## src/design/dhp_pkg.sv

```systemverilog
// Shared types and constants for the drive distance / heading PID core.
// No dependencies; every other design file refers to this package by scoped names.
package dhp_pkg;

    // Operand width of one gain product (the error sums are the widest)
    localparam int TERM_W = 48;
    // Gain width (Q16.16)
    localparam int GAIN_W = 32;
    // Saturated gain product: +-2^61 needs 63 bits
    localparam int PROD_W = 63;
    localparam logic signed [PROD_W-1:0] PROD_MAX = 63'sh2000_0000_0000_0000;

    // Pipeline advance controls, driven by the top level
    typedef struct packed {
        logic load;     // input request accepted, stage 1 and state update
        logic adv2;     // partial product stage may take new data
        logic adv3;     // saturated product stage may take new data
        logic adv_out;  // result register may take new data
    } pipe_ctl_t;

endpackage

```

## src/design/dhp_term.sv

```systemverilog
// One saturating gain product: 48-bit operand times 32-bit gain, split into two
// registered partial products, then combined and clamped to +-2^61. Depends on dhp_pkg.
module dhp_term (
    input  logic                                clk,
    input  dhp_pkg::pipe_ctl_t                  ctl,
    input  logic signed [dhp_pkg::TERM_W-1:0]   x,
    input  logic signed [dhp_pkg::GAIN_W-1:0]   gain,
    output logic signed [dhp_pkg::PROD_W-1:0]   prod
);

    logic signed [63:0]                  hi_reg;
    logic signed [48:0]                  lo_reg;
    logic signed [79:0]                  full;
    logic signed [dhp_pkg::PROD_W-1:0]   prod_next;
    logic signed [dhp_pkg::PROD_W-1:0]   prod_reg;

    // Partial products: upper 32 bits signed, lower 16 bits unsigned
    always_ff @(posedge clk)
    begin
        if (ctl.adv2)
        begin
            hi_reg <= $signed(x[47:16]) * gain;
            lo_reg <= $signed({1'b0, x[15:0]}) * gain;
        end
    end

    // Recombine and clamp
    always_comb
    begin
        full = (80'(hi_reg) <<< 16) + 80'(lo_reg);
        if (full > 80'(dhp_pkg::PROD_MAX))
            prod_next = dhp_pkg::PROD_MAX;
        else if (full < -(80'(dhp_pkg::PROD_MAX)))
            prod_next = -dhp_pkg::PROD_MAX;
        else
            prod_next = dhp_pkg::PROD_W'(full);
    end

    always_ff @(posedge clk)
    begin
        if (ctl.adv3)
            prod_reg <= prod_next;
    end

    assign prod = prod_reg;

endmodule

```

## config.mk

```make
export PLATFORM = sky130hd
export DESIGN_NAME = dhp_term
export DESIGN_NICKNAME = d
export VERILOG_FILES = /design/src/design/dhp_pkg.sv /design/src/design/dhp_term.sv
export SDC_FILE = /design/constraint.sdc
export NUM_CORES = 2
export LEC_CHECK = 0
export BUFFER_PORTS_ARGS = -buffer_cell sky130_fd_sc_hd__buf_4
export CORE_MARGIN = 2
export CORE_UTILIZATION = 30
export CTS_CLUSTER_SIZE = 24
export DETAILED_ROUTE_END_ITERATION = 10
export HOLD_SLACK_MARGIN = 0.12
export PLACE_DENSITY = 0.52
export SLEW_MARGIN = 25
export SYNTH_ARGS = -nofsm -noshare
export SYNTH_HDL_FRONTEND = slang
export SYNTH_SLANG_ARGS = --single-unit
```

## constraint.sdc

```tcl
create_clock -name clk -period 9.3 [get_ports clk]
set_input_delay 1.395 -clock clk [delete_from_list [all_inputs] [get_ports clk]]
set_output_delay 1.395 -clock clk [all_outputs]
set_load 0.05 [all_outputs]
```

# Word level (Yosys, flattened, before mapping)
# Index checks and enable logic that the tools add are counted.
# Widths: inputs -> output; s select.
[word_totals]
reg_bits = 176
inputBits = 85
[op_classes]
addsub = 1
n_mul = 2
order_cmp = 2
muxes = 1
n_reduce_logical = 1
[op_table]
columns = ["op", "count"]
rows = [
  ["$add 80x49->80", 1],
  ["$gt 80x63->1 const B", 1],
  ["$lt 80x62->1 const B", 1],
  ["$mul 32x32->64", 1],
  ["$mux 63", 1],
  ["$mul 17x32->49", 1],
  ["$reduce_or 2->1", 1],
]

# Logic depth before layout (Yosys ltp)
[logic_depth]
word_depth = 3
mapped_depth = 32
mapped_depth_nobuf = 29

# Least setup slack after synthesis
# No wires, ideal clock.
[synth_timing]
path_type = "in2reg"
start = "in gain[5] (netlist bit)"
end = "reg hi_reg[60], data pin"
arrival_ns = 8.705
t_required_ns = 9.040
setup_slack_ns = 0.335
stages = 28
path_buffers = 3
cell_sequence = "clkbuf_1 -> clkbuf_1 -> nand2_1 -> fa_1 -> inv_1 -> fa_1 -> fa_1 -> inv_1 -> fa_1 -> inv_1 -> fa_1 -> fa_1 -> fa_1 -> fa_1 -> ha_1 -> clkbuf_1 -> a21o_1 -> a21o_1 -> a21o_1 -> a21o_1 -> a221o_1 -> or3_1 -> o21ai_0 -> a31oi_1 -> a41oi_1 -> o21bai_1 -> a21oi_1 -> xnor2_1"
[synth_via]
elab_chain_cells = 1
[synth_lines]
columns = ["element", "line", "rtl"]
rows = [
  ["start, declared", "dhp_term.sv:7", "input logic signed [dhp_pkg::GAIN_W-1:0] gain,"],
  ["$mul 32x32->64", "dhp_term.sv:22", "hi_reg <= $signed(x[47:16]) * gain;"],
  ["end signal, assigned", "dhp_term.sv:22", ""],
  ["end, declared", "dhp_term.sv:11", "logic signed [63:0] hi_reg;"],
]
# No other way between the ends.
# A chain may end at the register's enable or synchronous reset.

# Final worst setup path
[layout_timing]
start = "in gain[5] (netlist bit)"
end = "reg hi_reg[63], data pin"
# The elaborated chain is that of the path after synthesis.

==> metrics.yaml <==
grt:
  antenna_found_initial: 8
  grt_max_degree: 69
  grt_usage_pct: 17.4
  grt_overflow: 0
  grt_pass1_vias: 51500
  grt_pass1_wl_um: 296000
timing:
  clock.fmax_mhz: 112
  setup-tns-final_ps: 0
  final_max_slew_viol_count: 0
  finalCritPeriodShare_pct: 95.8
  period_needed_ps: 8910
  worstMarginPinSlew_ps: 986
  clock_skew_ps: 20.9
  slew_headroom_pct: 33.6
  hold_viol_final: 0
  rsz0062_at_grt: "false"
  setup_viol: 0
place:
  place_area_um2: 69400
  hpwl_um: 157000
  gp_routability_congestion: 0.856
  numPortBuffers: 145
floorplanning:
  ios: 148
  fp.dieH_um: 466
  die_w_um: 466
  dieArea_um2: 217000
  initial_core_util_pct: 30.2
  num_rows: 169
  coreArea_um2: 212000
synth:
  syn_nets: 8880
  synth_seq_cells: 176
  synthArstFlopShare_pct: 0
  synth_edf_count: 176
  synth_seq_area_share_pct: 8.25
  postSynthCellCount: 6859
  synth.distinct_cells: 78
  yosysWarnings: 0
  avgSynthCellArea_um2: 9.34
  syn_area_um2: 64000
  yosys_most_used_dff: "edfxtp_1"
critical_path:
  path_max_fanout: 10
  cpMostUsedCell: "fa_1"
  worst_path_largest_cell_delay_ps: 560
  critPathCaptureType: "flip-flop"
  crit_type: "in -> reg"
  reg2reg_depth: 14
  rrSetupSlack_ps: 3730
  arrival_ps: 9130
  startpoint_type: "input port"
  r2r_start: "hi_reg[10]$_DFFE_PP_"
  regToRegEndpoint: "prod[35]$_SDFFCE_PP0P_"
  slowest_stage: "fa_1"
  critPathRequiredTime_ps: 9520
clock_network:
  cts_sinks: 176
  cts_tree: "done"
  clock_latency_ps: 460
  clkTransAtPathRegs_ps: 90
  clock_path_buffers: 2
  cts_root_buffer: "clkbuf_16"
  cts_post_setup_buffers_inserted: 0
  h-tree-depth: 4
  cts_buffers: 17
routing:
  vias_per_cell: 4.71
  dr.pass1.iters: 6
  drt_iter0_markers: 2758
  final_antenna_net_count: 0
  drc: 0
  wl_per_cell_um: 18.6
  routed_wl_um: 182000
  vias: 46000
final_layout:
  area_growth_pct: 9.48
  largest_reg_flops: 64
  layout_common_cells: "1572 x fa_1, 1531 x inv_1, 936 x nand2_1"
  drive_gt1_share_pct: 6.76
  nNetsFinal: 8956
  layout_commonest_cell: "fa_1"
  stdcell_area_um2: 70100
  fillerInstances: 22000
worst_hold_path:
  hp-class: "reg -> reg"
  hold_path_end: "prod[13]$_SDFFCE_PP0P_"
  hold_start: "lo_reg[13]$_DFFE_PP_"
  whs_path_depth: 1
run_status:
  status: "completed"
flow_run:
  drv_cap: 0
synth_stat cells (56+ instances only):
cell type	count	area [um2]
fa_1	1572	31500
nor2_1	165	619
o21ai_0	108	541
clkbuf_1	346	1300
xnor2_1	100	876
a21o_1	84	631
ha_1	364	4550
nand2_1	936	3510
a21oi_1	180	901
edfxtp_1	176	5290
and2_1	709	4440
nor3_1	56	280
inv_1	1531	5750
routing by layer:
metal  up-vias  wire length, um  GRT usage, %
met5         -               12             0
met4         2             3710          3.50
met3       149             6980          1.37
met2      1042            89000          29.9
met1     24200            82000          23.9
li1      20600                -             -
cell families (layout without fill, tap and decap cells):
family	Yosys count	in the layout	synth area share, %
XOR/XNOR	149	149	2.04
AND/OR/NAND/NOR	2108	2108	16.2
flip-flops	176	176	8.25
buffers and inverters	1889	1978	11.1
AO/OA/AOI/OAI	590	590	5.92
multiplexers	11	11	0.176
adder cells (fa/ha/maj)	1936	1936	56.3
other	0	5	0
how the worst max path moves through the flow:
stage,from,endpoint,cells after the start
after CTS,gain[9],hi_reg[60]$_DFFE_PP_,29
after floorplan,gain[5],hi_reg[60]$_DFFE_PP_,28
after global routing,gain[5],hi_reg[63]$_DFFE_PP_,29
after global placement,gain[9],hi_reg[60]$_DFFE_PP_,29
after detailed placement,gain[9],hi_reg[60]$_DFFE_PP_,29
final,gain[5],hi_reg[63]$_DFFE_PP_,29
layout make-up:
| cell class | count | area, um2 | share of cell area, % |
|---|---|---|---|
| Clock buffer | 17 | 425 | 0.607 |
| Timing Repair Buffer | 414 | 3220 | 4.59 |
| Clock inverter | 15 | 223 | 0.318 |
| Multi-Input combinational cell | 4794 | 51700 | 73.7 |
| Antenna cell | 5 | 12.5 | 0.0178 |
| Sequential cell | 176 | 5290 | 7.54 |
| Inverter | 1532 | 5750 | 8.20 |
| Tap cell | 2821 | 3530 | 5.04 |
worst max-delay path: cells and delay by family:
family,cells,cell delay [ps]
adders and majority gates,9,4250
and+or+nand+nor,5,870
buffers and inverters,7,760
AOI/OAI and AO/OA,7,1710
xor gates and xnor gates,1,120
per-stage QoR:
| step | setup WS (ps) | instances | util [%] | hold WS, ps |
|---|---|---|---|---|
| CTS | 245 | 9769 | 33.0 | 574 |
| global route | 37.6 | 9772 | 33.1 | 606 |
| global placement | -236 | 9737 | 32.7 | 556 |
| floorplan | 335 | 6859 | - | 527 |
| detailed placement | -231 | 9737 | 32.7 | 548 |
| finish | 390 | 9774 | 33.1 | 570 |
what timing repair did:
item | 4_1_cts | 5_1_grt
setup endpoints to repair | 0 | 4
gates resized for setup | 0 | 4
hold buffers | 0 | 0
Power is left out: the tool's default activity adds up to more than one toggle a clock period on the data nets, which glitch-free logic cannot reach.
