[config.mk]
export PLATFORM = sky130hd
export DESIGN_NAME = dhp_mix
export DESIGN_NICKNAME = d
export VERILOG_FILES = /design/src/design/dhp_pkg.sv /design/src/design/dhp_mix.sv
export SDC_FILE = /design/constraint.sdc
export NUM_CORES = 1
export LEC_CHECK = 0
export ABC_AREA = 1
export BUFFER_PORTS_ARGS = -buffer_cell sky130_fd_sc_hd__buf_2
export CAP_MARGIN = 10
export CORE_MARGIN = 5
export CORE_UTILIZATION = 52
export CTS_CLUSTER_SIZE = 12
export DETAILED_ROUTE_END_ITERATION = 12
export PLACE_DENSITY = 0.81
export SKIP_LAST_GASP = 1
export SLEW_MARGIN = 15
export SYNTH_ARGS = -nofsm -noshare
export SYNTH_HDL_FRONTEND = slang
export SYNTH_SLANG_ARGS = --single-unit
[constraint.sdc]
create_clock -name clk -period 5.9 [get_ports clk]
set_clock_uncertainty 0.15 [all_clocks]
set_input_delay 0.59 -clock clk [delete_from_list [all_inputs] [get_ports clk]]
set_output_delay 0.59 -clock clk [all_outputs]
set_load 0.03 [all_outputs]
[src/design/dhp_pkg.sv]
// Shared types and constants for the drive distance / heading PID core.
// No dependencies; every other design file refers to this package by scoped names.
package dhp_pkg;

    // Operand width of one gain product (the error sums are the widest)
    localparam int TERM_W = 48;
    // Gain width (Q16.16)
    localparam int GAIN_W = 32;
    // Saturated gain product: +-2^61 needs 63 bits
    localparam int PROD_W = 63;
    localparam logic signed [PROD_W-1:0] PROD_MAX = 63'sh2000_0000_0000_0000;

    // Pipeline advance controls, driven by the top level
    typedef struct packed {
        logic load;     // input request accepted, stage 1 and state update
        logic adv2;     // partial product stage may take new data
        logic adv3;     // saturated product stage may take new data
        logic adv_out;  // result register may take new data
    } pipe_ctl_t;

endpackage

[src/design/dhp_mix.sv]
// Output stage: sums the three terms of each controller, shifts out the Q16
// fraction, clamps, and mixes arcade style into the result register. Depends on dhp_pkg.
module dhp_mix (
    input  logic                                clk,
    input  dhp_pkg::pipe_ctl_t                  ctl,
    input  logic                                turn_only,
    input  logic signed [dhp_pkg::PROD_W-1:0]   dist_p,
    input  logic signed [dhp_pkg::PROD_W-1:0]   dist_i,
    input  logic signed [dhp_pkg::PROD_W-1:0]   dist_d,
    input  logic signed [dhp_pkg::PROD_W-1:0]   head_p,
    input  logic signed [dhp_pkg::PROD_W-1:0]   head_i,
    input  logic signed [dhp_pkg::PROD_W-1:0]   head_d,
    output logic signed [17:0]                  left_drive,
    output logic signed [17:0]                  right_drive
);

    localparam logic signed [16:0] CMD_ONE  = 17'sd32768;
    localparam logic signed [16:0] CMD_HALF = 17'sd16384;

    logic signed [64:0] dacc;
    logic signed [64:0] hacc;
    logic signed [48:0] dval;
    logic signed [48:0] hval;
    logic signed [16:0] hlim;
    logic signed [16:0] fwd;
    logic signed [16:0] turn;
    logic signed [17:0] left_reg;
    logic signed [17:0] right_reg;

    // Sum, floor shift and clamp both controllers
    always_comb
    begin
        dacc = 65'(dist_p) + 65'(dist_i) + 65'(dist_d);
        hacc = 65'(head_p) + 65'(head_i) + 65'(head_d);
        dval = 49'(dacc >>> 16);
        hval = 49'(hacc >>> 16);
        hlim = turn_only ? CMD_ONE : CMD_HALF;
        if (dval > 49'(CMD_ONE))
            fwd = CMD_ONE;
        else if (dval < -(49'(CMD_ONE)))
            fwd = -CMD_ONE;
        else
            fwd = 17'(dval);
        if (hval > 49'(hlim))
            turn = hlim;
        else if (hval < -(49'(hlim)))
            turn = -hlim;
        else
            turn = 17'(hval);
    end

    // Result register
    always_ff @(posedge clk)
    begin
        if (ctl.adv_out)
        begin
            left_reg  <= 18'(fwd) - 18'(turn);
            right_reg <= 18'(fwd) + 18'(turn);
        end
    end

    assign left_drive  = left_reg;
    assign right_drive = right_reg;

endmodule
### Word level (Yosys, flattened, before mapping)

Cells that the tools add are included.
Widths: inputs -> output; s select.

* input bits: 384
* register bits: 36

* order comparisons: 4
* add/sub/neg operators: 8
* muxes and demuxes: 5

Operators by type and width (number)
* $add 64x63->65: 2
* $add 63x63->64: 2
* $mux 17: 4
* $gt 49x17->1: 1
* $gt 49x17->1 const B: 1
* $lt 49x16->1 const B: 1
* $lt 49x49->1: 1
* $neg 16->49: 1
* $add 17x17->18: 1
* $sub 17x17->18: 1
* $neg 16->17: 1
* $mux 16: 1

### Longest topological paths before layout

* depth in word-level cells: 6
* gate-level depth with buffers: 43
* mapped depth without buffers: 41

### Worst setup path before layout

No wires, ideal clock.

* path kind: in2reg
* start point: input port head_p[11] (netlist bit)
* end point: register right_reg[12] (netlist: right_drive[12]) (data pin)
* setup slack: -0.470 ns
* buffers on the path: 1
* stages on the path: 39
* setup time: 0.261 ns
* data arrival time: 5.960 ns
* path through: inv_1 > fa_1 > inv_1 > ha_1 > nand2_1 > nor2_1 > nand2_1 > inv_1 > nand2_1 > nand2_1 > nand2_1 > nand2_1 > xor2_1 > inv_1 > ha_1 > nand2_1 > nor2_1 > nand3_1 > (+3 left out) > nand4_2 > nand2_4 > nand2_4 > buf_12 > nor2_1 > ha_1 > inv_1 > fa_1 > o21ai_0 > a21oi_1 > o21ai_0 > a21oi_1 > o21ai_0 > a21oi_1 > o21ai_0 > a21oi_1 > o21ba_2 > xor2_1

* longest elaborated chain between the ends: 6

RTL lines
* from (decl): line dhp_mix.sv:10 `input logic signed [dhp_pkg::PROD_W-1:0] head_p,`
* $add 63x63->64 (*): line dhp_mix.sv:34 `hacc = 65'(head_p) + 65'(head_i) + 65'(head_d);`
* $add 64x63->65 (*): line dhp_mix.sv:34
* $lt 49x49->1: line dhp_mix.sv:46 `else if (hval < -(49'(hlim)))`
* $mux 17: line dhp_mix.sv:46
* $mux 17 (*): line dhp_mix.sv:44 `if (hval > 49'(hlim))`
* $add 17x17->18 (*): line dhp_mix.sv:58 `right_reg <= 18'(fwd) + 18'(turn);`
* to (signal assigned): line dhp_mix.sv:58
* to (decl): line dhp_mix.sv:28 `logic signed [17:0] right_reg;`

Every way passes the cells marked *; elsewhere a longest branch is shown, timed or not.
A chain may end at the register's enable or synchronous reset.

### Final worst setup path

* start point: input port dist_d[15] (netlist bit)
* end point: register left_reg[12] (netlist: left_drive[12]) (data pin)

* longest elaborated chain between the ends: 5

RTL lines
* from (decl): line dhp_mix.sv:9 `input logic signed [dhp_pkg::PROD_W-1:0] dist_d,`
* $add 64x63->65 (*): line dhp_mix.sv:33 `dacc = 65'(dist_p) + 65'(dist_i) + 65'(dist_d);`
* $lt 49x16->1: line dhp_mix.sv:40 `else if (dval < -(49'(CMD_ONE)))`
* $mux 17: line dhp_mix.sv:40
* $mux 17 (*): line dhp_mix.sv:38 `if (dval > 49'(CMD_ONE))`
* $sub 17x17->18 (*): line dhp_mix.sv:57 `left_reg <= 18'(fwd) - 18'(turn);`
* to (signal assigned): line dhp_mix.sv:57
* to (decl): line dhp_mix.sv:27 `logic signed [17:0] left_reg;`

Marks and branches as above.

==> impl_results.md <==
- Outcome: finished, violations left
- Violated checks: negative setup slack
- CTS buffer count: 5
- Die Ht: 193 um
- Worst min path class: in2reg
- Ranking of synthesized cells by area: nand2_1, fa_1, inv_1
- Final Hold Fails: 0
- Inserted Diodes: 0
- First-pass GRT wire length: between 100000 and 150000 um
- Die Area: 0.0372 mm2
- Post-DP HPWL: 60000 um
- Startpoint types: input port
- Largest net degree at the start of global routing: 36
- Routed via count: approximately 25000
- Wirelength per Cell: 18.0 um
- CORE AREA: 0.0333 mm2
- Count of state elements after synthesis: 35
- Root Buffer: clkbuf_16
- CP max-delay cell: fa_1
- # setup viols final: 16
- Worst slew margin: 50.6%
- Crit path required time: 5.76 ns
- Max incr delay on CP: 0.51 ns
- Num ports: 420
- Mapped Area: roughly 0.017 mm2
- Fin crit period: 6.37 ns
- Synth Warn #: 0
- Most frequent cells in the layout: nand2_1, inv_1, buf_4
- Routability cong.: 1.06
- Max_cap viols: 0
- Post-layout worst setup margin: -0.470 ns
- Crit path launch: dist_d[15]
- Period utilization: 108%
- CP Capture Point: left_drive[12]
- Initial Util: approximately 52%
- Crit. End Element: register
- Max FO, Critical Path: 6
- Nets: 4697
- Slew Limit Fails: 0
- Die width: 193 um
- Critical Path Most Common Cell: nand2_1
- Max Clock Freq: 0.157 GHz
- Peak supply drop: 0.330 mV
- First DRT Iteration DRCs: 2649
- Post-synth ARST share: 0%
- Worst path bufs/invs: 8
- Design Power: 8.22 mW
- Final global-route overflow total: 0
- Setup TNS Final: -3.96 ns
- Pwr Density: 308 mW/mm2
- CTS Buffer Depth: 2
- Vias per std cell: 5.51
- Worst-margin pin slew: around 0.74 ns
- Area delta synth->final: 53.6%
- Syn Inst Count: 3040
- Hold buffer count at cts: 0
- WP depth: 37
- Post-route DRC violation count: 0
- EDFF count, synth: 35
- Most common cell after layout, fill and taps aside: nand2_1
- Pre-CTS setup slack: -0.637 ns
- Clk slew on worst S/H paths: roughly 0.05 ns
- RSZ-0062 raised after global routing: yes
- P_leak: 14.4 nW
- Crit path DAT: between 6 and 7 ns
- Routed wire length: approximately 81000 um
- Max H-tree Level: 2
- Dominant synthesized flop cell: edfxtp_1
- GRT Total Usage: a little over a third
- Synth top area share: 20.4%
- Synth area leader: nand2_1
- CP Class: in2reg
- Core Rows: 67
- Synth Area per Inst: 5.72 um2
- Via count of the first global-routing pass: roughly 22000
- Post-synthesis sequential area ratio: 6.04%
- CTS tree: done
- ANT nets after route: 0
- Yosys cell types: 48
- PortBufs: approximately 420
- Synth Net Count: 3713
- Initial antenna violation count: 1
- Cell family with most CP delay: simple AND/OR/NAND/NOR gates
- Drt first pass iters: 6
- Share of cells above drive strength 1: 36.8%
- CTS sink cnt: 35
-- layout make-up --
type                            count  area, um2
Clock buffer                        5        125
Multi-Input combinational cell   2328      15900
Timing Repair Buffer              988       6490
Sequential cell                    35       1050
Fill cell                        2353       6580
Inverter                          666       2500
Tap cell                          448        561
Clock inverter                      3       43.8
-- synthesized netlist by cell type, types with 3 or more instances --
| library cell | number |
|---|---|
| a21boi_0 | 3 |
| a21o_1 | 5 |
| a21oi_1 | 204 |
| a31oi_1 | 5 |
| and2_1 | 5 |
| clkbuf_1 | 6 |
| edfxtp_1 | 35 |
| fa_1 | 126 |
| ha_1 | 163 |
| inv_1 | 656 |
| inv_2 | 10 |
| nand2_1 | 946 |
| nand2_2 | 12 |
| nand3_1 | 141 |
| nand3_2 | 4 |
| nand3b_1 | 27 |
| nand4_1 | 37 |
| nor2_1 | 367 |
| nor2_2 | 11 |
| nor2_4 | 10 |
| nor3_1 | 34 |
| nor3_2 | 3 |
| nor4_1 | 11 |
| o211ai_1 | 4 |
| o21a_1 | 3 |
| o21ai_0 | 112 |
| o21ai_1 | 3 |
| o21bai_1 | 24 |
| xnor2_1 | 5 |
| xor2_1 | 43 |
-- worst min path at each step --
stage	cells after the start	endpoint	from	slack [ns]
global route	1	right_drive[11]	ctl[0]	0.80
floorplan	0	left_drive[10]	ctl[0]	0.55
detailed placement	1	left_drive[2]	left_drive[2]	0.92
finish	1	right_drive[10]	ctl[0]	0.78
CTS	1	right_drive[11]	ctl[0]	0.77
global placement	1	right_drive[5]	right_drive[5]	0.92
-- state kept, by name, summed over array words and instances (netlist names) --
signal and count:
right_drive 18, left_drive 17
-- per-layer routing --
| layer | share of wire [%] | track usage [%] | vias to the layer above |
|---|---|---|---|
| met4 | 6.5 | 11.4 | 2 |
| met1 | 36 | 44.8 | 11130 |
| li1 | - | - | 11364 |
| met3 | 12 | 7.29 | 437 |
| met2 | 45 | 59.6 | 1726 |
| met5 | 0.015 | 0 | - |
-- timing repair --
action	4_1_cts	5_1_grt
cloned	0	1
setup buffers	8	39
endpoints found under the hold margin	0	0
pin swaps	26	130
resized for setup	61	484
setup endpoints to repair	16	22
-- metrics by stage --
step / hold WS (ns) / cells / utilization, % / cell area, um2
detailed placement: 0.919 / 4420 / 71.9 / 23900
global placement: 0.917 / 4420 / 71.9 / 23900
floorplan: 0.552 / 3040 / - / 17400
global route: 0.798 / 4473 / 80.2 / 26700
finish: 0.777 / 4473 / 80.2 / 26700
CTS: 0.770 / 4436 / 73.6 / 24500
-- power breakdown --
part           leakage [nW]  internal, mW  switching (mW)
clock network        0.0838         0.199          0.0990
registers             0.340         0.491          0.0363
logic                  14.0          3.16            4.23
-- kinds of logic (layout without fill, tap and decap cells) --
group / after synthesis / after routing / synth area share [%]
buffers and inverters: 678 / 1662 / 14.9
adder cells (fa/ha/maj): 289 / 289 / 26.2
AND/OR/NAND/NOR: 1613 / 1614 / 38.6
XOR/XNOR: 50 / 50 / 2.60
AO/OA/AOI/OAI: 375 / 375 / 11.6
flip-flops: 35 / 35 / 6.04
(Power assumes the default switching activity.)
