`src/design/dhp_pkg.sv`:
```
// Shared types and constants for the drive distance / heading PID core.
// No dependencies; every other design file refers to this package by scoped names.
package dhp_pkg;

    // Operand width of one gain product (the error sums are the widest)
    localparam int TERM_W = 48;
    // Gain width (Q16.16)
    localparam int GAIN_W = 32;
    // Saturated gain product: +-2^61 needs 63 bits
    localparam int PROD_W = 63;
    localparam logic signed [PROD_W-1:0] PROD_MAX = 63'sh2000_0000_0000_0000;

    // Pipeline advance controls, driven by the top level
    typedef struct packed {
        logic load;     // input request accepted, stage 1 and state update
        logic adv2;     // partial product stage may take new data
        logic adv3;     // saturated product stage may take new data
        logic adv_out;  // result register may take new data
    } pipe_ctl_t;

endpackage

```
`src/design/dhp_err.sv`:
```
// Error stage: distance and heading errors, integral windows and sums, deltas,
// and the controller state. Depends on dhp_pkg.
module dhp_err (
    input  logic                     clk,
    input  logic                     rst_n,
    input  dhp_pkg::pipe_ctl_t       ctl,
    input  logic [1:0]               op,
    input  logic signed [23:0]       target,
    input  logic signed [23:0]       measured_distance,
    input  logic signed [15:0]       gyro_yaw,
    input  logic [22:0]              distance_integral_window,
    input  logic [14:0]              heading_integral_window,
    output logic signed [24:0]       dist_err,
    output logic signed [47:0]       dist_sum,
    output logic signed [31:0]       dist_delta,
    output logic signed [16:0]       head_err,
    output logic signed [47:0]       head_sum,
    output logic signed [17:0]       head_delta,
    output logic                     turn_only
);

    typedef enum logic [1:0] {
        OP_DRIVE = 2'd0,
        OP_TURN  = 2'd1,
        OP_CLEAR = 2'd2
    } op_t;

    localparam logic signed [6:0]  TICK_SCALE = 7'sd50;
    localparam logic signed [16:0] HALF_TURN  = 17'sd18000;
    localparam logic signed [16:0] FULL_TURN  = 17'sd36000;
    localparam logic signed [47:0] SUM_MAX    = {1'b0, {47{1'b1}}};
    localparam logic signed [47:0] SUM_MIN    = {1'b1, {47{1'b0}}};

    // Clamp a grown sum back to the 48-bit accumulator range
    function automatic logic signed [47:0] sat_sum(input logic signed [48:0] v);
        logic signed [47:0] r;
        if (v > 49'(SUM_MAX))
            r = SUM_MAX;
        else if (v < 49'(SUM_MIN))
            r = SUM_MIN;
        else
            r = 48'(v);
        return r;
    endfunction

    op_t op_e;

    // Controller state
    logic signed [47:0] dsum_reg;
    logic signed [24:0] dlast_reg;
    logic signed [47:0] hsum_reg;
    logic signed [16:0] hlast_reg;
    logic signed [15:0] sp_reg;

    // Stage 1 payload
    logic signed [24:0] de_reg;
    logic signed [47:0] ds_reg;
    logic signed [31:0] dd_reg;
    logic signed [16:0] he_reg;
    logic signed [47:0] hs_reg;
    logic signed [17:0] hd_reg;
    logic               turn_reg;

    logic signed [24:0] ed;
    logic signed [30:0] ed_scaled;
    logic signed [48:0] dsum_wide;
    logic signed [47:0] dsum_next;
    logic signed [25:0] dd_diff;
    logic signed [31:0] dd;
    logic signed [15:0] sp_sat;
    logic signed [15:0] sp_use;
    logic signed [16:0] eh_raw;
    logic signed [16:0] eh;
    logic signed [22:0] eh_scaled;
    logic signed [48:0] hsum_wide;
    logic signed [47:0] hsum_next;
    logic signed [17:0] dh;

    logic signed [24:0] de_next;
    logic signed [47:0] ds_next;
    logic signed [31:0] dd_next;
    logic signed [16:0] he_next;
    logic signed [47:0] hs_next;
    logic signed [17:0] hd_next;
    logic               turn_next;

    assign op_e = op_t'(op);

    // Distance error, windowed integral and scaled derivative
    always_comb
    begin
        ed        = 25'(target) - 25'(measured_distance);
        ed_scaled = 31'(ed) * TICK_SCALE;
        dsum_wide = 49'(dsum_reg) + 49'(ed_scaled);
        if (ed < $signed({2'b00, distance_integral_window}))
            dsum_next = sat_sum(dsum_wide);
        else
            dsum_next = '0;
        dd_diff = 26'(ed) - 26'(dlast_reg);
        dd      = 32'(dd_diff) * TICK_SCALE;
    end

    // Heading error with one wrap, windowed integral and raw derivative
    always_comb
    begin
        if (target > 24'sd32767)
            sp_sat = 16'sh7FFF;
        else if (target < -24'sd32768)
            sp_sat = 16'sh8000;
        else
            sp_sat = 16'(target);
        sp_use = (op_e == OP_TURN) ? sp_sat : sp_reg;
        eh_raw = 17'(sp_use) + 17'(gyro_yaw);
        eh     = eh_raw;
        if (eh > HALF_TURN)
            eh = eh - FULL_TURN;
        if (eh < -HALF_TURN)
            eh = eh + FULL_TURN;
        eh_scaled = 23'(eh) * TICK_SCALE;
        hsum_wide = 49'(hsum_reg) + 49'(eh_scaled);
        if (eh < $signed({2'b00, heading_integral_window}))
            hsum_next = sat_sum(hsum_wide);
        else
            hsum_next = '0;
        dh = 18'(eh) - 18'(hlast_reg);
    end

    // Select the operands handed to the product stage; zero operands give a zero result
    always_comb
    begin
        de_next   = '0;
        ds_next   = '0;
        dd_next   = '0;
        he_next   = '0;
        hs_next   = '0;
        hd_next   = '0;
        turn_next = 1'b0;
        case (op_e)
            OP_DRIVE:
            begin
                de_next = ed;
                ds_next = dsum_next;
                dd_next = dd;
                he_next = eh;
                hs_next = hsum_next;
                hd_next = dh;
            end
            OP_TURN:
            begin
                he_next   = eh;
                hd_next   = dh;
                turn_next = 1'b1;
            end
            default:
            begin
                turn_next = 1'b0;
            end
        endcase
    end

    // Update controller state on each accepted request
    always_ff @(posedge clk or negedge rst_n)
    begin
        if (!rst_n)
        begin
            dsum_reg  <= '0;
            dlast_reg <= '0;
            hsum_reg  <= '0;
            hlast_reg <= '0;
            sp_reg    <= '0;
        end
        else if (ctl.load)
        begin
            case (op_e)
                OP_DRIVE:
                begin
                    dsum_reg  <= dsum_next;
                    dlast_reg <= ed;
                    hsum_reg  <= hsum_next;
                    hlast_reg <= eh;
                end
                OP_TURN:
                begin
                    sp_reg    <= sp_sat;
                    hlast_reg <= eh;
                end
                OP_CLEAR:
                begin
                    dsum_reg  <= '0;
                    dlast_reg <= '0;
                    hsum_reg  <= '0;
                    hlast_reg <= '0;
                end
                default:
                begin
                    sp_reg <= sp_reg;
                end
            endcase
        end
    end

    // Stage 1 payload register
    always_ff @(posedge clk)
    begin
        if (ctl.load)
        begin
            de_reg   <= de_next;
            ds_reg   <= ds_next;
            dd_reg   <= dd_next;
            he_reg   <= he_next;
            hs_reg   <= hs_next;
            hd_reg   <= hd_next;
            turn_reg <= turn_next;
        end
    end

    assign dist_err   = de_reg;
    assign dist_sum   = ds_reg;
    assign dist_delta = dd_reg;
    assign head_err   = he_reg;
    assign head_sum   = hs_reg;
    assign head_delta = hd_reg;
    assign turn_only  = turn_reg;

endmodule

```
`config.mk`:
```
export PLATFORM = sky130hd
export DESIGN_NAME = dhp_err
export DESIGN_NICKNAME = d
export VERILOG_FILES = /design/src/design/dhp_pkg.sv /design/src/design/dhp_err.sv
export SDC_FILE = /design/constraint.sdc
export NUM_CORES = 1
export LEC_CHECK = 0
export BUFFER_PORTS_ARGS = -buffer_cell sky130_fd_sc_hd__buf_2
export CORE_AREA = 2 2 236 238
export CTS_CLUSTER_SIZE = 24
export DETAILED_ROUTE_END_ITERATION = 10
export DIE_AREA = 0 0 238 240
export GPL_ROUTABILITY_DRIVEN = 0
export PLACE_DENSITY = 0.82
export SYNTH_ARGS = -nofsm -noshare
export SYNTH_HDL_FRONTEND = slang
export SYNTH_SLANG_ARGS = --single-unit
```
`constraint.sdc`:
```
create_clock -name clk -period 12.35 [get_ports clk]
set_input_delay 1.235 -clock clk [delete_from_list [all_inputs] [get_ports clk]]
set_output_delay 1.235 -clock clk [all_outputs]
set_load 0.005 [all_outputs]
```
# Word-level counts from Yosys, hierarchy flattened
# Cells that the tools add are included.
# word_totals
regBits	343
in_bits	110
out_inout_bits	189
wordCells	58
# op_classes
addsub	8
n_mul	3
order_cmp	10
eq_ne	2
n_mux	16
n_reduce_logical	6
# ops
operator	n
2-to-1 mux 48 bit	6
case mux 48 bit (2 select lines)	2
> comparator 49 x 48 -> 1 bit, second input constant	2
< comparator 49 x 48 -> 1 bit, second input constant	2
case mux 25 bit (2 select lines)	1
adder 48 x 23 -> 49 bit	1
adder 48 x 31 -> 49 bit	1
2-to-1 mux 16 bit	3
2-to-1 mux 17 bit	2
case mux 17 bit (2 select lines)	1
multiplier 26 x 6 -> 31 bit, second input constant	1
multiplier 25 x 6 -> 30 bit, second input constant	1
subtractor 25 x 25 -> 26 bit	1
< comparator 25 x 24 -> 1 bit	1
subtractor 24 x 24 -> 25 bit	1
> comparator 24 x 16 -> 1 bit, second input constant	1
< comparator 24 x 16 -> 1 bit, second input constant	1
multiplier 17 x 6 -> 22 bit, second input constant	1
subtractor 17 x 17 -> 18 bit	1
adder 16 x 16 -> 17 bit	1
adder 17 bit, second input constant	1
> comparator 17 x 16 -> 1 bit, second input constant	1
< comparator 17 x 16 -> 1 bit	1
< comparator 17 x 16 -> 1 bit, second input constant	1
8 further kinds	10

# Logic depth before layout (Yosys ltp)
# Gate-level depths: netlist of the first run.
# logic_depth
depth_word	16
ltp_mapped	70
mapped_depth_nobuf	67

# Worst setup path before layout of the first run
# OpenSTA, ideal clock, no wires.
# synth_path
path_kind	input-to-reg
from	input target[15]
to	register hs_reg[40], in the netlist head_sum[40], data pin
setup_ps	255
t_arrival_ps	13798
required_ps	12095
slack_ps	-1703
path_stages	66
path_buffers	4
path_cell_list	nand4_1 -> o21ai_1 -> clkbuf_1 -> nand2_1 -> a21oi_1 -> ha_1 -> inv_1 -> fa_1 -> nand2b_1 -> a21o_1 -> a21boi_0 -> or2_2 -> inv_1 -> ha_1 -> a21o_1 -> a211oi_1 -> o2111a_1 -> buf_6 -> [30 not listed] -> a21oi_1 -> o21bai_1 -> a21oi_1 -> xnor2_1 -> ha_1 -> a21oi_1 -> o21ai_0 -> and4_1 -> a2111oi_0 -> nor3b_1 -> a2111o_1 -> a21oi_1 -> a2bb2oi_2 -> a21oi_1 -> clkbuf_1 -> buf_1 -> a21o_1 -> and3_1
# synth_between
elab_chain_len	15
word_cells_on_any_way	20
classes_between	4 x add/sub; 1 x mul; 7 x order compare; 8 x mux
# synth_lines
item	line_no	text
start, declared	dhp_err.sv:8	input logic signed [23:0] target,
< comparator 24 x 16 -> 1 bit	dhp_err.sv:108	else if (target < -24'sd32768)
2-to-1 mux 16 bit	dhp_err.sv:108	
2-to-1 mux 16 bit (*)	dhp_err.sv:106	if (target > 24'sd32767)
2-to-1 mux 16 bit (*)	-	
via sp_use[0]	dhp_err.sv:71	logic signed [15:0] sp_use;
adder 16 x 16 -> 17 bit (*)	dhp_err.sv:113	eh_raw = 17'(sp_use) + 17'(gyro_yaw);
subtractor 17 bit or > comparator 17 x 16 -> 1 bit (tied branches)	dhp_err.sv:116, dhp_err.sv:115	
2-to-1 mux 17 bit (*)	dhp_err.sv:115	if (eh > HALF_TURN)
adder 17 bit or < comparator 17 x 16 -> 1 bit (tied branches)	dhp_err.sv:118, dhp_err.sv:117	
2-to-1 mux 17 bit (*)	dhp_err.sv:117	if (eh < -HALF_TURN)
via eh[5]	dhp_err.sv:73	logic signed [16:0] eh;
multiplier 17 x 6 -> 22 bit	dhp_err.sv:119	eh_scaled = 23'(eh) * TICK_SCALE;
adder 48 x 23 -> 49 bit	dhp_err.sv:120	hsum_wide = 49'(hsum_reg) + 49'(eh_scaled);
< comparator 49 x 48 -> 1 bit	dhp_err.sv:39	else if (v < 49'(SUM_MIN))
2-to-1 mux 48 bit	dhp_err.sv:39	
2-to-1 mux 48 bit	dhp_err.sv:37	if (v > 49'(SUM_MAX))
2-to-1 mux 48 bit (*)	dhp_err.sv:121	if (eh < $signed({2'b00, heading_integral_window}))
end signal, assigned	dhp_err.sv:211	hs_reg <= hs_next;
end, declared	dhp_err.sv:60	logic signed [47:0] hs_reg;
# Mark *: on every way through the listed nets, which the timed path passes. The rest lies on a longest branch.
# A chain may end at the register's enable or synchronous reset.

# Final worst setup path of the first run
# layout_path
from	input target[17]
to	register hs_reg[14], in the netlist head_sum[14], data pin
# Same word-level chain as after synthesis.

==> results of run 1 <==
## worst min-delay path: stages (launching register included)
cell and delay [ps]:
dfrtp_1 340, nand2_1 40, o21ai_0 60
## synth_stat cells (9+ instances only)
master	instances	area, um^2
nor2_1	257	965
a21oi_1	243	1220
nor4_1	9	56.3
nor2b_1	43	269
and2_1	38	238
dfrtp_1	154	3850
or3_1	17	106
clkbuf_1	84	315
o21ai_0	143	716
a21o_1	112	841
a221o_1	30	300
a31o_2	9	78.8
a22o_1	31	272
nor3_1	40	200
nand2b_1	31	194
a21boi_0	17	128
and3_1	69	432
o21bai_1	38	285
a31oi_1	36	225
inv_1	362	1360
mux2_2	19	214
ha_1	421	5270
or2_2	16	100
edfxtp_1	188	5650
nand4_1	16	100
o211ai_1	16	120
a211oi_1	17	128
fa_1	66	1320
o31ai_1	17	128
o21ai_1	11	55.1
nand3_1	40	200
a32o_1	43	430
nand2_1	179	672
xnor2_1	153	1340
a211o_1	9	78.8
xor2_1	60	526
o21a_1	24	180
## cells by family after synthesis
logic type,Yosys count
adders and majority gates,495
buffers and inverters,470
DFF,342
AOI/OAI and AO/OA,854
xor gates and xnor gates,213
other,1
muxes,27
and+or+nand+nor,795
## path summary, 6_finish.rpt
kind / from / end / slack, ps / cells past startpoint
max in group asynchronous: rst_n / hsum_reg[33]$_DFFE_PN0P_ / 9860 / 3
min reg2reg: hlast_reg[3]$_DFFE_PN0P_ / hlast_reg[3]$_DFFE_PN0P_ / 490 / 2
min in group asynchronous: rst_n / dsum_reg[44]$_DFFE_PN0P_ / 670 / 1
min: hlast_reg[3]$_DFFE_PN0P_ / hlast_reg[3]$_DFFE_PN0P_ / 490 / 2
max reg2reg: sp_reg[0]$_DFFE_PN0P_ / head_sum[14]$_SDFFCE_PN0P_ / 900 / 64
max: target[17] / head_sum[14]$_SDFFCE_PN0P_ / -90 / 69
## final cells by class
class / instances / share of cell area
Antenna cell: 6 / 0.000407
Clock buffer: 46 / 0.0283
Clock inverter: 24 / 0.00967
Inverter: 365 / 0.0372
Multi-Input combinational cell: 2385 / 0.520
Sequential cell: 342 / 0.258
Tap cell: 704 / 0.0239
Timing Repair Buffer: 659 / 0.123
## layer usage
metal	GRT usage	up-vias
met5	0	-
met4	0.134	0
met3	0.0381	243
met2	0.456	1141
met1	0.390	12900
li1	-	12600
## through the flow
step                setup WS (ps)  TNS (ps)
floorplan                   -56.0      -564
finish                      -87.2     -3050
detailed placement           -560    -45040
CTS                          35.7         0
global placement             -325    -24000
global route                 -530    -44110
## timing repair
item                       in CTS  in global routing
gates cloned                    0                  7
gates resized for setup         1                122
hold buffers                    0                  0
setup endpoints to repair      12                 99
pin swaps                       0                 97
hold endpoints to repair        0                  0
buffers inserted                0                 36
==> run_results.csv, run 1 <==
group,metric,value,unit
run_status,status,"complete, but fails checks",
run_status,violations,"setup timing",
final_layout,nNetsFinal,4389,
die,dieArea,57100,um^2
synthesis,synth_xor_area_frac,0.0627,
worst_hold_path,hp-class,"register to register",
run,maxCapViolCount,0,
global_routing,grt_util_all_layers,0.287,
clock_tree,cts_sinks,342,
final_layout,syn_to_final_growth,23.9,%
sta,setup_viol,68,
sta,hold_slack,486,ps
critical_path,worst_setup_path_end_kind,"register",
final_layout,layout.cells.non_filler,4531,
final_layout,fin_area,36900,um^2
critical_path,worst_ep_required_time,12670,ps
final_layout,utilization,0.675,
synthesis,synthMuxAreaShare,0.00992,
clock_tree,path_clk_slew,70,ps
die,start_util,0.545,
synthesis,syn_nets,3794,
sta,maxSlewViolCount,0,
placement,dp_hpwl,63500,um
route,top_layer_used,"met4",
placement,portBuffers,294,
sta,fin_crit_sh,1.01,
synthesis,async_reset_ff_frac,0.450,
critical_path,worstPathArrival,12760,ps
synthesis,syn_area_per_cell,9.31,um^2
route,wl_met1,37500,um
synthesis,yosysSeqAreaShare,0.319,
critical_path,timing.critical_path.buf_inv,13,
synthesis,ys_warn_count,0,
die,rows,86,
sta,hold_violations,0,
route,ant_nets,0,
global_routing,grt.overflow.total,0,
sta,fin_worst_skew,20.6,ps
synthesis,ys_types,88,
final_layout,fill_cells,3993,
final_layout,mostFrequentLayoutCell,"ha_1",
clock_tree,cts_max_level,2,
final_layout,multi_input_area,19200,um^2
critical_path,slowest_stage,"fa_1",
sta,fin_ws,-87.2,ps
route,wl_met3,6600,um
sta,period_needed,12440,ps
route,drt_wl_total,88100,um
critical_path,crit_path_start_kind,"primary input",
critical_path,cp_max_fo,8,
clock_tree,cts_tree,"yes",
route,drc_errors,0,
placement,dpl_cell_area,34500,um^2
synthesis,yosys.area_share.adder,0.224,
synthesis,synth_compound_area_frac,0.193,
final_layout,mostFrequentLayoutCells,"403 x ha_1, 356 x inv_1, 339 x buf_4, 284 x buf_2, 252 x nor2_1",
global_routing,antenna_found_initial,6,
route,first_pass_iters,6,
die,die_y,240,um
sta,fmax,0.0804,GHz
critical_path,slowest_delay,570,ps
clock_tree,numCtsBuffers,39,
synthesis,synth_top_family_by_area,"adder cells",
die,io_pins,299,
synthesis,netlist_area,29800,um^2
synthesis,synth_edf_count,188,
synthesis,synth_seq_cells,342,
route,wl_per_cell,19.4,um
global_routing,grt_pass1_wl,130000,um
sta,worst_pin_slew,1270,ps
die,core_area,54700,um^2
clock_tree,ctsRootBufferMaster,"clkbuf_16",
placement,dpl.cell_count,4414,
sta,slew_headroom,0.153,
clock_tree,insertion_delay,570,ps
synthesis,synthCells,3197,
synthesis,synth_ff_type,"edfxtp_1",
critical_path,crit_family,"compound AO/OA/AOI/OAI gates",
final_layout,drive_gt1_frac,0.233,
final_layout,seqCellArea,9500,um^2
route,wl_met2,39900,um
global_routing,grt_pass1_vias,25400,
critical_path,timing_worst_setup_path_type,"primary input to register",
route,drt_iter0_drc,2295,
route,routed_via_density,5.93,
sta,rsz0062_at_grt,"yes",
clock_tree,cts_max_path_buffers,3,
synthesis,yosys.area_share.simple,0.129,
route,vias,26900,
die,fp.dieW,238,um
global_routing,grt_start_max_net_pins,79,
Power of run 1 is not shown: default switching activity piles up to over one toggle a cycle in this logic, so the estimate is an artifact.
==> inputs of run 2 (changes only) <==
--- a/config.mk
+++ b/config.mk
@@ -12,6 +12,7 @@
 export DIE_AREA = 0 0 238 240
 export GPL_ROUTABILITY_DRIVEN = 0
 export PLACE_DENSITY = 0.82
+export RECOVER_POWER = 50
 export SYNTH_ARGS = -nofsm -noshare
 export SYNTH_HDL_FRONTEND = slang
 export SYNTH_SLANG_ARGS = --single-unit
==> run 2 against run 1 <==
Against the previous run: cell count did not move; first-iteration DRC count is 2.7% higher; critical endpoint is now head_sum[11]$_SDFFCE_PN0P_; largest cell class unchanged; die area unchanged; non-clock buffer count unchanged; highest routed layer unchanged; core utilization is 0.28 points lower; the run ends with capacitance limit, slew limit, setup timing left; via count is 0.13% higher.
==> run_results.csv, run 2 (synthesis results as in run 1) <==
group,metric,value,unit
run_status,status,"complete, but fails checks",
run_status,violations,"capacitance limit, slew limit, setup timing",
global_routing,grt_util_met1,0.390,
route,drt_iter0_drc,2356,
global_routing,busiest_layer,"met2",
route,ant_nets,0,
global_routing,grt_start_max_net_pins,79,
die,dieArea,57100,um^2
sta,hold_slack,488,ps
global_routing,grt_use_met2,0.456,
critical_path,cp_max_fo,8,
critical_path,timing_worst_setup_path_type,"primary input to register",
route,wl_per_cell,19.5,um
final_layout,fill_cells,4058,
placement,portBuffers,294,
clock_tree,path_clk_slew,70,ps
global_routing,grt_pass1_wl,130000,um
clock_tree,ctsRootBufferMaster,"clkbuf_16",
final_layout,mostFrequentLayoutCells,"403 x ha_1, 356 x inv_1, 336 x buf_4, 252 x nor2_1, 213 x a21oi_1",
critical_path,worst_ep_required_time,12680,ps
clock_tree,ctsHoldBuffers,0,
worst_hold_path,hp-class,"register to register",
critical_path,r2r_cells,62,
clock_tree,cts_sinks,342,
final_layout,mostFrequentLayoutCell,"ha_1",
route,drc_errors,0,
critical_path,worstSetupStartpoint,"target[17]",
global_routing,grt_util_all_layers,0.287,
die,fp.dieW,238,um
die,io_pins,299,
sta,rsz0062_at_grt,"yes",
critical_path,cp_num_cells,67,
global_routing,gr-usage-met3,0.0381,
route,routed_via_density,5.94,
global_routing,grt_pass1_vias,25400,
route,drt_wl_total,88300,um
sta,setup_viol,67,
die,die_y,240,um
critical_path,slowest_stage,"fa_1",
sta,period_needed,12430,ps
global_routing,grt.overflow.total,0,
sta,maxSlewViolCount,367,
critical_path,reg2reg_to,"head_sum[11]$_SDFFCE_PN0P_",
run,maxCapViolCount,6,
critical_path,worstPathArrival,12750,ps
global_routing,antenna_found_initial,6,
final_layout,nNetsFinal,4389,
die,core_area,54700,um^2
clock_tree,cts_max_level,2,
critical_path,slowest_delay,570,ps
critical_path,worst_setup_path_end_kind,"register",
sta,hold_violations,0,
sta,fin_worst_skew,21.0,ps
route,vias,26900,
placement,dp_hpwl,63500,um
critical_path,rrSetupSlack,910,ps
route,first_pass_iters,6,
clock_tree,cts_tree,"yes",
sta,worst_pin_slew,4300,ps
critical_path,r2r_start,"sp_reg[0]$_DFFE_PN0P_",
final_layout,drive_gt1_frac,0.207,
critical_path,timing.critical_path.buf_inv,12,
sta,fmax,0.0805,GHz
sta,fin_crit_sh,1.01,
clock_tree,cts_max_path_buffers,3,
critical_path,critPathMostFrequentCell,"a21oi_2",
critical_path,crit_end,"head_sum[11]$_SDFFCE_PN0P_",
clock_tree,insertion_delay,570,ps
final_layout,syn_to_final_growth,23.3,%
critical_path,crit_path_start_kind,"primary input",
sta,fin_ws,-75.1,ps
clock_tree,numCtsBuffers,39,
critical_path,crit_family,"compound AO/OA/AOI/OAI gates",
die,start_util,0.545,
sta,fin_tns_setup,-2330,ps
die,rows,86,
sta,slew_headroom,-1.87,
-- run 2: per-stage QoR --
| stage | worst slack (ps) | std cells | area [um^2] | utilization |
|---|---|---|---|---|
| after floorplan | -56.0 | 3197 | 30100 | - |
| final | -75.1 | 4531 | 36700 | 0.672 |
| after global placement | -325 | 4414 | 34500 | 0.630 |
| after CTS | 35.7 | 4484 | 35900 | 0.656 |
| after detailed placement | -560 | 4414 | 34500 | 0.630 |
| after global routing | -530 | 4530 | 36700 | 0.672 |
-- run 2: layout make-up --
| type | count | area (um^2) | area share |
|---|---|---|---|
| clock buffers | 46 | 1040 | 0.0284 |
| diodes | 6 | 15.0 | 0.000409 |
| clock inverters | 24 | 357 | 0.00971 |
| repair buffers | 659 | 4380 | 0.119 |
| multi-input cells | 2385 | 19200 | 0.522 |
| inverters | 365 | 1370 | 0.0374 |
| well taps | 704 | 881 | 0.0240 |
| flip-flops and latches | 342 | 9500 | 0.259 |
-- run 2: worst min-delay path, cell delays in order, from the launching register on --
cell and delay (ps):
dfrtp_1 340, nand2_1 40, o21ai_0 60
-- run 2: worst min path at each step --
stage	slack, ps	depth (start not counted)	start	endpoint
floorplan	450	2	hlast_reg[11]$_DFFE_PN0P_	hlast_reg[11]$_DFFE_PN0P_
global placement	460	2	hlast_reg[2]$_DFFE_PN0P_	hlast_reg[2]$_DFFE_PN0P_
detailed placement	480	2	hlast_reg[3]$_DFFE_PN0P_	hlast_reg[3]$_DFFE_PN0P_
global route	510	2	hlast_reg[12]$_DFFE_PN0P_	hlast_reg[12]$_DFFE_PN0P_
finish	490	2	hlast_reg[3]$_DFFE_PN0P_	hlast_reg[3]$_DFFE_PN0P_
CTS	490	2	hlast_reg[3]$_DFFE_PN0P_	hlast_reg[3]$_DFFE_PN0P_
-- run 2: timing repair --
item | 4_1_cts | 5_1_grt
setup buffers | 0 | 36
gates cloned | 0 | 7
pin swaps | 0 | 97
gates resized for setup | 1 | 122
endpoints found under the setup margin | 12 | 99
endpoints found under the hold margin | 0 | 0
-- run 2: metal layers --
layer	vias up	routed length, um
met2	1169	40000
met5	-	0
met4	0	4230
met3	265	6550
met1	12900	37500
li1	12600	-
Power of run 2 is left out for the same reason.
